**config.mk**
```make
export PLATFORM = sky130hd
export DESIGN_NAME = force_layout_node_step
export DESIGN_NICKNAME = d
export VERILOG_FILES = /design/src/hw/rtl/fln_pkg.sv /design/src/hw/rtl/fln_div.sv /design/src/hw/rtl/force_layout_node_step.sv
export SDC_FILE = /design/constraint.sdc
export NUM_CORES = 2
export LEC_CHECK = 0
export BUFFER_PORTS_ARGS = -buffer_cell sky130_fd_sc_hd__buf_4
export CAP_MARGIN = 20
export CORE_MARGIN = 5
export CORE_UTILIZATION = 61
export CTS_BUF_LIST = sky130_fd_sc_hd__clkbuf_8 sky130_fd_sc_hd__clkbuf_16
export DETAILED_ROUTE_END_ITERATION = 10
export PLACE_DENSITY = 0.78
export SLEW_MARGIN = 40
export SYNTH_ARGS = -nofsm -noshare
export SYNTH_HDL_FRONTEND = slang
export SYNTH_SLANG_ARGS = --single-unit
```
**constraint.sdc**
```tcl
create_clock -name clk -period 15.75 [get_ports clk]
set_clock_uncertainty 0.2 [all_clocks]
set_input_delay 1.575 -clock clk [delete_from_list [all_inputs] [get_ports clk]]
set_output_delay 1.575 -clock clk [all_outputs]
set_load 0.005 [all_outputs]
```
**src/hw/rtl/fln_pkg.sv**
```systemverilog
// Shared types and constants for the force layout node step block.
// Used by the top level; the divider stands alone.
package fln_pkg;

  // Field widths
  localparam int POS_W       = 24;
  localparam int ACC_W       = 32;
  localparam int LINK_W      = 6;
  localparam int TDATA_IN_W  = 56;
  localparam int TDATA_OUT_W = 56;
  localparam int CFG_ADDR_W  = 2;

  // Force constants: 150 / 2.0 folded into one gain, weight per link, clamp margin
  localparam int REPEL_GAIN   = 75;
  localparam int WEIGHT_STEP  = 30;
  localparam int CLAMP_MARGIN = 10;

  // Request kinds carried on tuser
  typedef enum logic [1:0] {
    REQ_BEGIN   = 2'd0,
    REQ_REPEL   = 2'd1,
    REQ_ATTRACT = 2'd2,
    REQ_FINISH  = 2'd3
  } req_t;

  // Configuration register indexes
  typedef enum logic [CFG_ADDR_W-1:0] {
    REG_LEFT   = 2'd0,
    REG_RIGHT  = 2'd1,
    REG_TOP    = 2'd2,
    REG_BOTTOM = 2'd3
  } cfg_reg_t;

endpackage

```
**src/hw/rtl/fln_div.sv**
```systemverilog
// Iterative restoring divider, one quotient bit per cycle.
// Standalone; shared by the repulsion and attraction steps of the top level.
module fln_div #(
  parameter int DIVIDEND_W = 48,
  parameter int DIVISOR_W  = 49
) (
  input  logic                  clk,
  input  logic                  rst,
  input  logic                  start,
  input  logic [DIVIDEND_W-1:0] dividend,
  input  logic [DIVISOR_W-1:0]  divisor,
  output logic                  done,
  output logic [DIVIDEND_W-1:0] quotient
);

  localparam int CNT_W = $clog2(DIVIDEND_W + 1);

  logic                  busy;
  logic [CNT_W-1:0]      cnt;
  logic [DIVISOR_W-1:0]  rem;
  logic [DIVISOR_W-1:0]  den;
  logic [DIVIDEND_W-1:0] quo;

  logic [DIVISOR_W:0]    rem_sh;
  logic [DIVISOR_W+1:0]  diff;
  logic                  fits;

  // Shift in the next dividend bit and try the subtraction
  always_comb begin
    rem_sh = {rem, quo[DIVIDEND_W-1]};
    diff   = {1'b0, rem_sh} - {2'b00, den};
    fits   = ~diff[DIVISOR_W+1];
  end

  // Control: count the steps, pulse done after the last one
  always_ff @(posedge clk) begin
    if (rst) begin
      busy <= 1'b0;
      done <= 1'b0;
      cnt  <= '0;
    end else begin
      done <= ~start & busy & (cnt == CNT_W'(1));
      if (start) begin
        busy <= 1'b1;
        cnt  <= CNT_W'(DIVIDEND_W);
      end else if (busy) begin
        cnt <= cnt - CNT_W'(1);
        if (cnt == CNT_W'(1)) begin
          busy <= 1'b0;
        end
      end
    end
  end

  // Datapath: remainder and quotient shift register
  always_ff @(posedge clk) begin
    if (start) begin
      quo <= dividend;
      den <= divisor;
      rem <= '0;
    end else if (busy) begin
      rem <= fits ? diff[DIVISOR_W-1:0] : rem_sh[DIVISOR_W-1:0];
      quo <= {quo[DIVIDEND_W-2:0], fits};
    end
  end

  assign quotient = quo;

endmodule

```
**src/hw/rtl/force_layout_node_step.sv**
```systemverilog
// Top level of the force layout node step: stream ports, sequencer,
// velocity accumulators and finish/clamp logic. Uses fln_pkg and fln_div.
//
// Usage: each transaction on the s_ channel is one request, its kind on
// s_tuser. A begin request loads the node's position, link count and held
// flag and clears the velocity. Repulsion requests (another node's position)
// and attraction requests (a linked neighbour's position) each add one force
// term. A finish request produces one transaction on the m_ channel with the
// clamped next position and a moved flag; other requests produce nothing.
// Scene edges are to be written on the cfg_ port only while the block is idle; the block does not enforce this.
// Begin, and repulsion from a node at the same spot, are handled in the idle
// state. Attraction and repulsion keep s_tready low while they run; repulsion
// first squares the offsets, and both use the one shared divider at one
// quotient bit per cycle, x then y. Finish passes through a sum and a clamp
// state and loads the output register in the clamp state once it is free.
// s_tready is high only while the sequencer is idle. A result waits in the
// output register until m_tready; further requests are still taken, and a
// following finish holds in its last step until the register is free.
// Reset (synchronous, rst high) clears the node state, sets the weight to 30
// and zeroes the scene edges; no transaction is pending after reset.
module force_layout_node_step
  import fln_pkg::*;
#(
  parameter int MAX_LINKS = 63,
  parameter int FRAC_BITS = 8
) (
  input  logic                    clk,
  input  logic                    rst,
  // Requests. tdata: pos_x[23:0], pos_y[47:24], link_count[53:48], held[54]
  input  logic                    s_tvalid,
  output logic                    s_tready,
  input  logic [TDATA_IN_W-1:0]   s_tdata,
  // tuser: req_type[1:0]
  input  logic [1:0]              s_tuser,
  // Results. tdata: new_x[23:0], new_y[47:24], moved[48]
  output logic                    m_tvalid,
  input  logic                    m_tready,
  output logic [TDATA_OUT_W-1:0]  m_tdata,
  // Configuration write port
  input  logic                    cfg_we,
  input  logic [CFG_ADDR_W-1:0]   cfg_addr,
  input  logic [POS_W-1:0]        cfg_wdata
);

  // Derived widths and constants
  localparam int MAG_W     = POS_W;
  localparam int SQ_W      = 2 * MAG_W;
  localparam int SUM_W     = SQ_W + 1;
  localparam int NUM_W     = MAG_W + 7 + 2 * FRAC_BITS;
  localparam int TERM_W    = 34;
  localparam int ACCX_W    = ACC_W + 4;
  localparam int CL_W      = ACC_W + 2;
  localparam int LINK_CAP  = (MAX_LINKS < 63) ? MAX_LINKS : 63;
  localparam int WEIGHT_W  = $clog2((LINK_CAP + 1) * WEIGHT_STEP + 1);
  localparam int THR       = ((1 << FRAC_BITS) + 9) / 10;

  localparam logic [LINK_W-1:0]          LINK_CAP_V = LINK_W'(LINK_CAP);
  localparam logic [NUM_W-1:0]           Q_LIMIT = {{(NUM_W-TERM_W){1'b0}}, 1'b1,
                                                    {(TERM_W-1){1'b0}}};
  localparam logic signed [ACC_W-1:0]    THR_S = ACC_W'(THR);
  localparam logic signed [ACC_W-1:0]    NEG_THR_S = -THR_S;
  localparam logic signed [CL_W-1:0]     MARGIN = CL_W'(CLAMP_MARGIN << FRAC_BITS);
  localparam logic signed [CL_W-1:0]     POS_MAX_E = {{(CL_W-POS_W+1){1'b0}},
                                                      {(POS_W-1){1'b1}}};
  localparam logic signed [CL_W-1:0]     POS_MIN_E = {{(CL_W-POS_W+1){1'b1}},
                                                      {(POS_W-1){1'b0}}};
  localparam logic signed [ACCX_W-1:0]   ACC_MAX_W = {{(ACCX_W-ACC_W+1){1'b0}},
                                                      {(ACC_W-1){1'b1}}};
  localparam logic signed [ACCX_W-1:0]   ACC_MIN_W = {{(ACCX_W-ACC_W+1){1'b1}},
                                                      {(ACC_W-1){1'b0}}};

  typedef enum logic [8:0] {
    ST_IDLE   = 9'b000000001,
    ST_SQX    = 9'b000000010,
    ST_SQY    = 9'b000000100,
    ST_REPX   = 9'b000001000,
    ST_REPY   = 9'b000010000,
    ST_ATTX   = 9'b000100000,
    ST_ATTY   = 9'b001000000,
    ST_FSUM   = 9'b010000000,
    ST_FCLAMP = 9'b100000000
  } state_t;

  state_t state;

  // Node state and configuration
  logic signed [POS_W-1:0] own_x, own_y;
  logic signed [ACC_W-1:0] vel_x, vel_y;
  logic [WEIGHT_W-1:0]     weight;
  logic                    is_held;
  logic signed [POS_W-1:0] rect_left, rect_right, rect_top, rect_bottom;

  // Per-request working registers
  logic [MAG_W-1:0]        mag_dx, mag_dy;
  logic                    neg_dx, neg_dy;
  logic [SQ_W-1:0]         sq_x, sq_y;
  logic                    div_go;
  logic signed [CL_W-1:0]  sum_x, lo_x, hi_x, sum_y, lo_y, hi_y;

  // Output register
  logic signed [POS_W-1:0] new_x, new_y;
  logic                    moved;

  // Input unpacking
  req_t                    in_type;
  logic signed [POS_W-1:0] in_px, in_py;
  logic [LINK_W-1:0]       in_links;
  logic                    in_held;
  logic                    in_acc;

  assign in_type  = req_t'(s_tuser);
  assign in_px    = signed'(s_tdata[POS_W-1:0]);
  assign in_py    = signed'(s_tdata[2*POS_W-1:POS_W]);
  assign in_links = s_tdata[2*POS_W+LINK_W-1:2*POS_W];
  assign in_held  = s_tdata[2*POS_W+LINK_W];
  assign s_tready = (state == ST_IDLE);
  assign in_acc   = s_tvalid & s_tready;

  // Offsets to the other node, as magnitude and sign
  logic signed [POS_W:0] dx_in, dy_in;
  logic [MAG_W-1:0]      mag_dx_in, mag_dy_in;
  logic [LINK_W-1:0]     links_sat;
  logic [WEIGHT_W-1:0]   weight_in;

  always_comb begin
    dx_in     = (POS_W+1)'(own_x) - (POS_W+1)'(in_px);
    dy_in     = (POS_W+1)'(own_y) - (POS_W+1)'(in_py);
    mag_dx_in = dx_in[POS_W] ? MAG_W'(-dx_in) : MAG_W'(dx_in);
    mag_dy_in = dy_in[POS_W] ? MAG_W'(-dy_in) : MAG_W'(dy_in);
    links_sat = (in_links > LINK_CAP_V) ? LINK_CAP_V : in_links;
    weight_in = WEIGHT_W'((WEIGHT_W'(links_sat) + WEIGHT_W'(1)) * WEIGHT_W'(WEIGHT_STEP));
  end

  // Shared squaring multiplier
  logic [MAG_W-1:0] mul_a;
  logic [SQ_W-1:0]  sq_prod;

  assign mul_a   = (state == ST_SQX) ? mag_dx : mag_dy;
  assign sq_prod = SQ_W'(mul_a) * SQ_W'(mul_a);

  // Divider operand selection
  logic             axis_x, attract;
  logic [MAG_W-1:0] mag_sel;
  logic             neg_sel;
  logic [NUM_W-1:0] div_num;
  logic [SUM_W-1:0] div_den;
  logic             div_done;
  logic [NUM_W-1:0] div_quo;

  always_comb begin
    axis_x  = (state == ST_REPX) || (state == ST_ATTX);
    attract = (state == ST_ATTX) || (state == ST_ATTY);
    mag_sel = axis_x ? mag_dx : mag_dy;
    neg_sel = axis_x ? neg_dx : neg_dy;
    if (attract) begin
      div_num = NUM_W'(mag_sel);
      div_den = SUM_W'(weight);
    end else begin
      div_num = (NUM_W'(mag_sel) * NUM_W'(REPEL_GAIN)) << (2 * FRAC_BITS);
      div_den = SUM_W'(sq_x) + SUM_W'(sq_y);
    end
  end

  fln_div #(
    .DIVIDEND_W (NUM_W),
    .DIVISOR_W  (SUM_W)
  ) u_div (
    .clk      (clk),
    .rst      (rst),
    .start    (div_go),
    .dividend (div_num),
    .divisor  (div_den),
    .done     (div_done),
    .quotient (div_quo)
  );

  // Saturating accumulate of the signed force term
  logic [TERM_W-1:0]        term_mag;
  logic signed [ACCX_W-1:0] acc_wide, term_wide, acc_res;
  logic signed [ACC_W-1:0]  acc_new;

  always_comb begin
    term_mag  = (div_quo > Q_LIMIT) ? TERM_W'(Q_LIMIT) : div_quo[TERM_W-1:0];
    acc_wide  = ACCX_W'(axis_x ? vel_x : vel_y);
    term_wide = signed'({{(ACCX_W-TERM_W){1'b0}}, term_mag});
    acc_res   = (neg_sel ^ attract) ? acc_wide - term_wide : acc_wide + term_wide;
    if (acc_res > ACC_MAX_W) begin
      acc_new = ACC_MAX_W[ACC_W-1:0];
    end else if (acc_res < ACC_MIN_W) begin
      acc_new = ACC_MIN_W[ACC_W-1:0];
    end else begin
      acc_new = acc_res[ACC_W-1:0];
    end
  end

  // Finish: snap small velocity, then clamp inside the scene; a held node keeps its position
  logic                    vel_small;
  logic signed [ACC_W-1:0] vx_use, vy_use;
  logic signed [POS_W-1:0] nx, ny;
  logic                    out_free;

  function automatic logic signed [POS_W-1:0] clamp_axis(
    input logic signed [CL_W-1:0] p,
    input logic signed [CL_W-1:0] lo,
    input logic signed [CL_W-1:0] hi
  );
    logic signed [CL_W-1:0] v;
    v = p;
    if (v < lo) v = lo;
    if (v > hi) v = hi;
    if (v > POS_MAX_E) v = POS_MAX_E;
    else if (v < POS_MIN_E) v = POS_MIN_E;
    return v[POS_W-1:0];
  endfunction

  always_comb begin
    vel_small = (vel_x > NEG_THR_S) && (vel_x < THR_S) &&
                (vel_y > NEG_THR_S) && (vel_y < THR_S);
    vx_use    = vel_small ? '0 : vel_x;
    vy_use    = vel_small ? '0 : vel_y;
    if (is_held) begin
      nx = own_x;
      ny = own_y;
    end else begin
      nx = clamp_axis(sum_x, lo_x, hi_x);
      ny = clamp_axis(sum_y, lo_y, hi_y);
    end
    out_free = ~m_tvalid | m_tready;
  end

  // Divider start and result valid for the next cycle
  logic div_go_next;
  logic m_tvalid_next;

  always_comb begin
    div_go_next   = (in_acc && (in_type == REQ_ATTRACT)) ||
                    (state == ST_SQY) ||
                    (state == ST_REPX && div_done) ||
                    (state == ST_ATTX && div_done);
    m_tvalid_next = (state == ST_FCLAMP && out_free) || (m_tvalid && !m_tready);
  end

  // Sequencer and state registers
  always_ff @(posedge clk) begin
    if (rst) begin
      state       <= ST_IDLE;
      div_go      <= 1'b0;
      m_tvalid    <= 1'b0;
      own_x       <= '0;
      own_y       <= '0;
      vel_x       <= '0;
      vel_y       <= '0;
      weight      <= WEIGHT_W'(WEIGHT_STEP);
      is_held     <= 1'b0;
      rect_left   <= '0;
      rect_right  <= '0;
      rect_top    <= '0;
      rect_bottom <= '0;
    end else begin
      div_go   <= div_go_next;
      m_tvalid <= m_tvalid_next;

      // Configuration writes
      if (cfg_we) begin
        case (cfg_reg_t'(cfg_addr))
          REG_LEFT:   rect_left   <= signed'(cfg_wdata);
          REG_RIGHT:  rect_right  <= signed'(cfg_wdata);
          REG_TOP:    rect_top    <= signed'(cfg_wdata);
          REG_BOTTOM: rect_bottom <= signed'(cfg_wdata);
          default: ;
        endcase
      end

      case (state)
        ST_IDLE: begin
          if (in_acc) begin
            case (in_type)
              REQ_BEGIN: begin
                own_x   <= in_px;
                own_y   <= in_py;
                is_held <= in_held;
                vel_x   <= '0;
                vel_y   <= '0;
                weight  <= weight_in;
              end
              REQ_REPEL: begin
                // Skip a node at the same spot
                if (dx_in != '0 || dy_in != '0) begin
                  state <= ST_SQX;
                end
              end
              REQ_ATTRACT: begin
                state <= ST_ATTX;
              end
              REQ_FINISH: begin
                state <= ST_FSUM;
              end
              default: ;
            endcase
          end
        end
        ST_SQX: begin
          state <= ST_SQY;
        end
        ST_SQY: begin
          state <= ST_REPX;
        end
        ST_REPX: begin
          if (div_done) begin
            vel_x <= acc_new;
            state <= ST_REPY;
          end
        end
        ST_REPY: begin
          if (div_done) begin
            vel_y <= acc_new;
            state <= ST_IDLE;
          end
        end
        ST_ATTX: begin
          if (div_done) begin
            vel_x <= acc_new;
            state <= ST_ATTY;
          end
        end
        ST_ATTY: begin
          if (div_done) begin
            vel_y <= acc_new;
            state <= ST_IDLE;
          end
        end
        ST_FSUM: begin
          state <= ST_FCLAMP;
        end
        ST_FCLAMP: begin
          // Hold until the output register is free
          if (out_free) begin
            state <= ST_IDLE;
          end
        end
        default: begin
          state <= ST_IDLE;
        end
      endcase
    end
  end

  // Working registers without reset
  always_ff @(posedge clk) begin
    if (in_acc) begin
      mag_dx <= mag_dx_in;
      mag_dy <= mag_dy_in;
      neg_dx <= dx_in[POS_W];
      neg_dy <= dy_in[POS_W];
    end
    if (state == ST_SQX) begin
      sq_x <= sq_prod;
    end
    if (state == ST_SQY) begin
      sq_y <= sq_prod;
    end
    if (state == ST_FSUM) begin
      sum_x <= CL_W'(own_x) + CL_W'(vx_use);
      sum_y <= CL_W'(own_y) + CL_W'(vy_use);
      lo_x  <= CL_W'(rect_left) + MARGIN;
      hi_x  <= CL_W'(rect_right) - MARGIN;
      lo_y  <= CL_W'(rect_top) + MARGIN;
      hi_y  <= CL_W'(rect_bottom) - MARGIN;
    end
    if (state == ST_FCLAMP && out_free) begin
      new_x <= nx;
      new_y <= ny;
      moved <= (nx != own_x) || (ny != own_y);
    end
  end

  assign m_tdata = {{(TDATA_OUT_W-2*POS_W-1){1'b0}}, moved, new_y, new_x};

endmodule
```
==> flow_summary.json <==
{
  "clkSinkCount": 742,
  "overflow": 0,
  "ys.flop_type": "edfxtp_1",
  "ys_async_sr_fraction_pct": 0,
  "drc_errors": 0,
  "dr.pass1.iters": 6,
  "status": "finished, final reports clean",
  "antenna_found_initial": 12,
  "seq_area_frac_synth_pct": 29.4,
  "startpoint_type": "flop",
  "clockRootBuffer": "clkbuf_16",
  "vias": 53265,
  "cts_resized": 0,
  "yosysUniqueCellTypes": 94,
  "clockBufferDepth": 3,
  "hold_viol_final": 0,
  "synth-seq-cells": 742,
  "core_area_mm2": 0.107,
  "clkTransAtPathRegs_ns": 0.06,
  "io_pins": 147,
  "synth_cells": 7204,
  "die_y_um": 339,
  "drv_slew": 0,
  "htreeDepth": 3,
  "drv_cap": 0,
  "worstMarginPinSlew_ns": 0.949,
  "holdWs_ns": 0.225,
  "track_usage_pct": 31.9,
  "hold_path_class": "reg -> reg",
  "max_freq_ghz": 0.0880,
  "critPathKind": "reg -> reg",
  "worstPathArrival_ns": 11.58,
  "nFillCells": 8582,
  "ant_nets": 0,
  "grt_pass1_wl_mm": 290,
  "rows": 120,
  "area_delta_synth_final_pct": 8.05,
  "die_w_um": 339,
  "cts_tree": "yes",
  "final_common_cell": "inv_1",
  "cp_max_fo": 27,
  "die_area_mm2": 0.115,
  "rsz0062_at_grt": "no",
  "numPortBuffers": 138,
  "worstPathRequired_ns": 15.97,
  "synth-edff-count": 455,
  "gp_congestion": 1.01,
  "grt_pass1_vias": 51804,
  "initialDrtViolationCount": 5020,
  "setup_viol": 0,
  "syn-cell-area_mm2": 0.0659,
  "cts_hold_buf": 0,
  "grt_max_degree": 163,
  "layout_min_cycle_time_ns": 11.36,
  "postSynthAreaPerCell_um2": 9.15,
  "cp_common_cell": "fa_1",
  "initial_utilization_pct": 61.5,
  "post_drt_via_cell_ratio": 6.09,
  "period_share_pct": 72.1,
  "wire_per_inst_um": 21.4,
  "slew_headroom_pct": 36.2,
  "fin_tns_setup_ns": 0,
  "wl_mm": 187,
  "finalNetCount": 8482,
  "cts_buffers": 81,
  "critPathCaptureType": "flop",
  "post_cts_buffers": 0,
  "synth_warnings": 0,
  "mostFrequentLayoutCells": "inv_1 (959), nand2_1 (749), ha_1 (647)",
  "drive_gt1_share_pct": 7.58,
  "hpwl_mm": 146,
  "postLayoutCoreUtil_pct": 66.4,
  "clk_latency_ns": 0.69,
  "cp_slowest_cell": "a2111oi_0",
  "critical-path-max-stage-delay_ns": 0.65
}
-- cell families (layout without fill, tap and decap cells) --
kind of cell               Yosys count  after routing  synth area share (%)
AOI/OAI and AO/OA                 1529           1529                  14.7
xor gates and xnor gates           381            381                  5.07
buffers and inverters             1180           1309                  6.85
muxes                              170            170                  2.78
adders and majority gates         1123           1123                  26.7
DFF                                742            742                  29.4
other                                1             11               0.00569
and+or+nand+nor                   2078           2078                  14.4
-- critical path: cells and delay by family (launching register included) --
family	cells	cell delay, ns
AOI/OAI and AO/OA	7	2.85
xor gates and xnor gates	1	0.12
adders and majority gates	8	3.84
buffers and inverters	5	1.45
DFF	1	0.34
muxes	1	0.46
and+or+nand+nor	9	1.77
-- cell type report --
type	count	area, µm²	share of cell area (%)
tap	1403	1760	2.46
timing repair buffer	205	1600	2.24
clock inverter	58	440	0.618
sequential	742	19400	27.3
multi-input combinational	5288	42200	59.2
clock buffer	94	2260	3.18
antenna	4	10.0	0.0141
inverter	952	3570	5.02
-- metrics by stage --
stage | worst slack (ns) | instances | area (µm²)
6_report | 4.39 | 8746 | 71200
3_3_place_gp | 4.80 | 8587 | 68400
2_1_floorplan | 1.40 | 7210 | 66000
5_1_grt | 3.78 | 8743 | 71200
3_5_place_dp | 4.53 | 8588 | 68500
4_1_cts | 4.47 | 8740 | 71200
-- registers in the layout, summed over array words and instances, names as in the netlist, 32 cells and up --
name and cells:
sq_y 47, sum_y 33, vel_y 32, vel_x 32
sum_x 33, u_div.den 49, u_div.quotient 47, u_div.rem 49
sq_x 47
-- layer usage --
| metal | up-vias | track usage [%] | wire [µm] |
|---|---|---|---|
| met5 | - | 0 | 34 |
| met2 | 2362 | 48.2 | 80800 |
| met1 | 25631 | 44.9 | 78900 |
| met4 | 6 | 10.1 | 6430 |
| met3 | 411 | 8.72 | 21100 |
| li1 | 24855 | - | - |
-- synthesized netlist by cell type, types with 83 or more instances --
| library cell | number | area, µm² |
|---|---|---|
| inv_1 | 943 | 3540 |
| nand2_1 | 750 | 2820 |
| ha_1 | 647 | 8100 |
| nor2_1 | 577 | 2170 |
| a21oi_1 | 555 | 2780 |
| fa_1 | 476 | 9530 |
| edfxtp_1 | 455 | 13700 |
| dfxtp_1 | 287 | 5750 |
| xnor2_1 | 273 | 2390 |
| o21ai_0 | 248 | 1240 |
| clkbuf_1 | 185 | 694 |
| nor2b_1 | 123 | 769 |
| nor3_1 | 122 | 611 |
| nand3_1 | 120 | 601 |
| a21o_1 | 114 | 856 |
| xor2_1 | 107 | 937 |
| mux2_2 | 104 | 1170 |
| nand2b_1 | 85 | 532 |
| a211oi_1 | 83 | 623 |
-- path summary, 6_finish.rpt --
path                   end          start  slack [ns]  cells past startpoint
hold / removal     hi_x[7]  rect_right[7]        0.23                      0
setup / recovery  sq_x[47]       state[3]        4.39                     31
setup reg to reg  sq_x[47]       state[3]        4.39                     31
hold reg to reg    hi_x[7]  rect_right[7]        0.23                      0
Power is not shown: default switching activity piles up to over one toggle a cycle in this logic, so the estimate is an artifact.
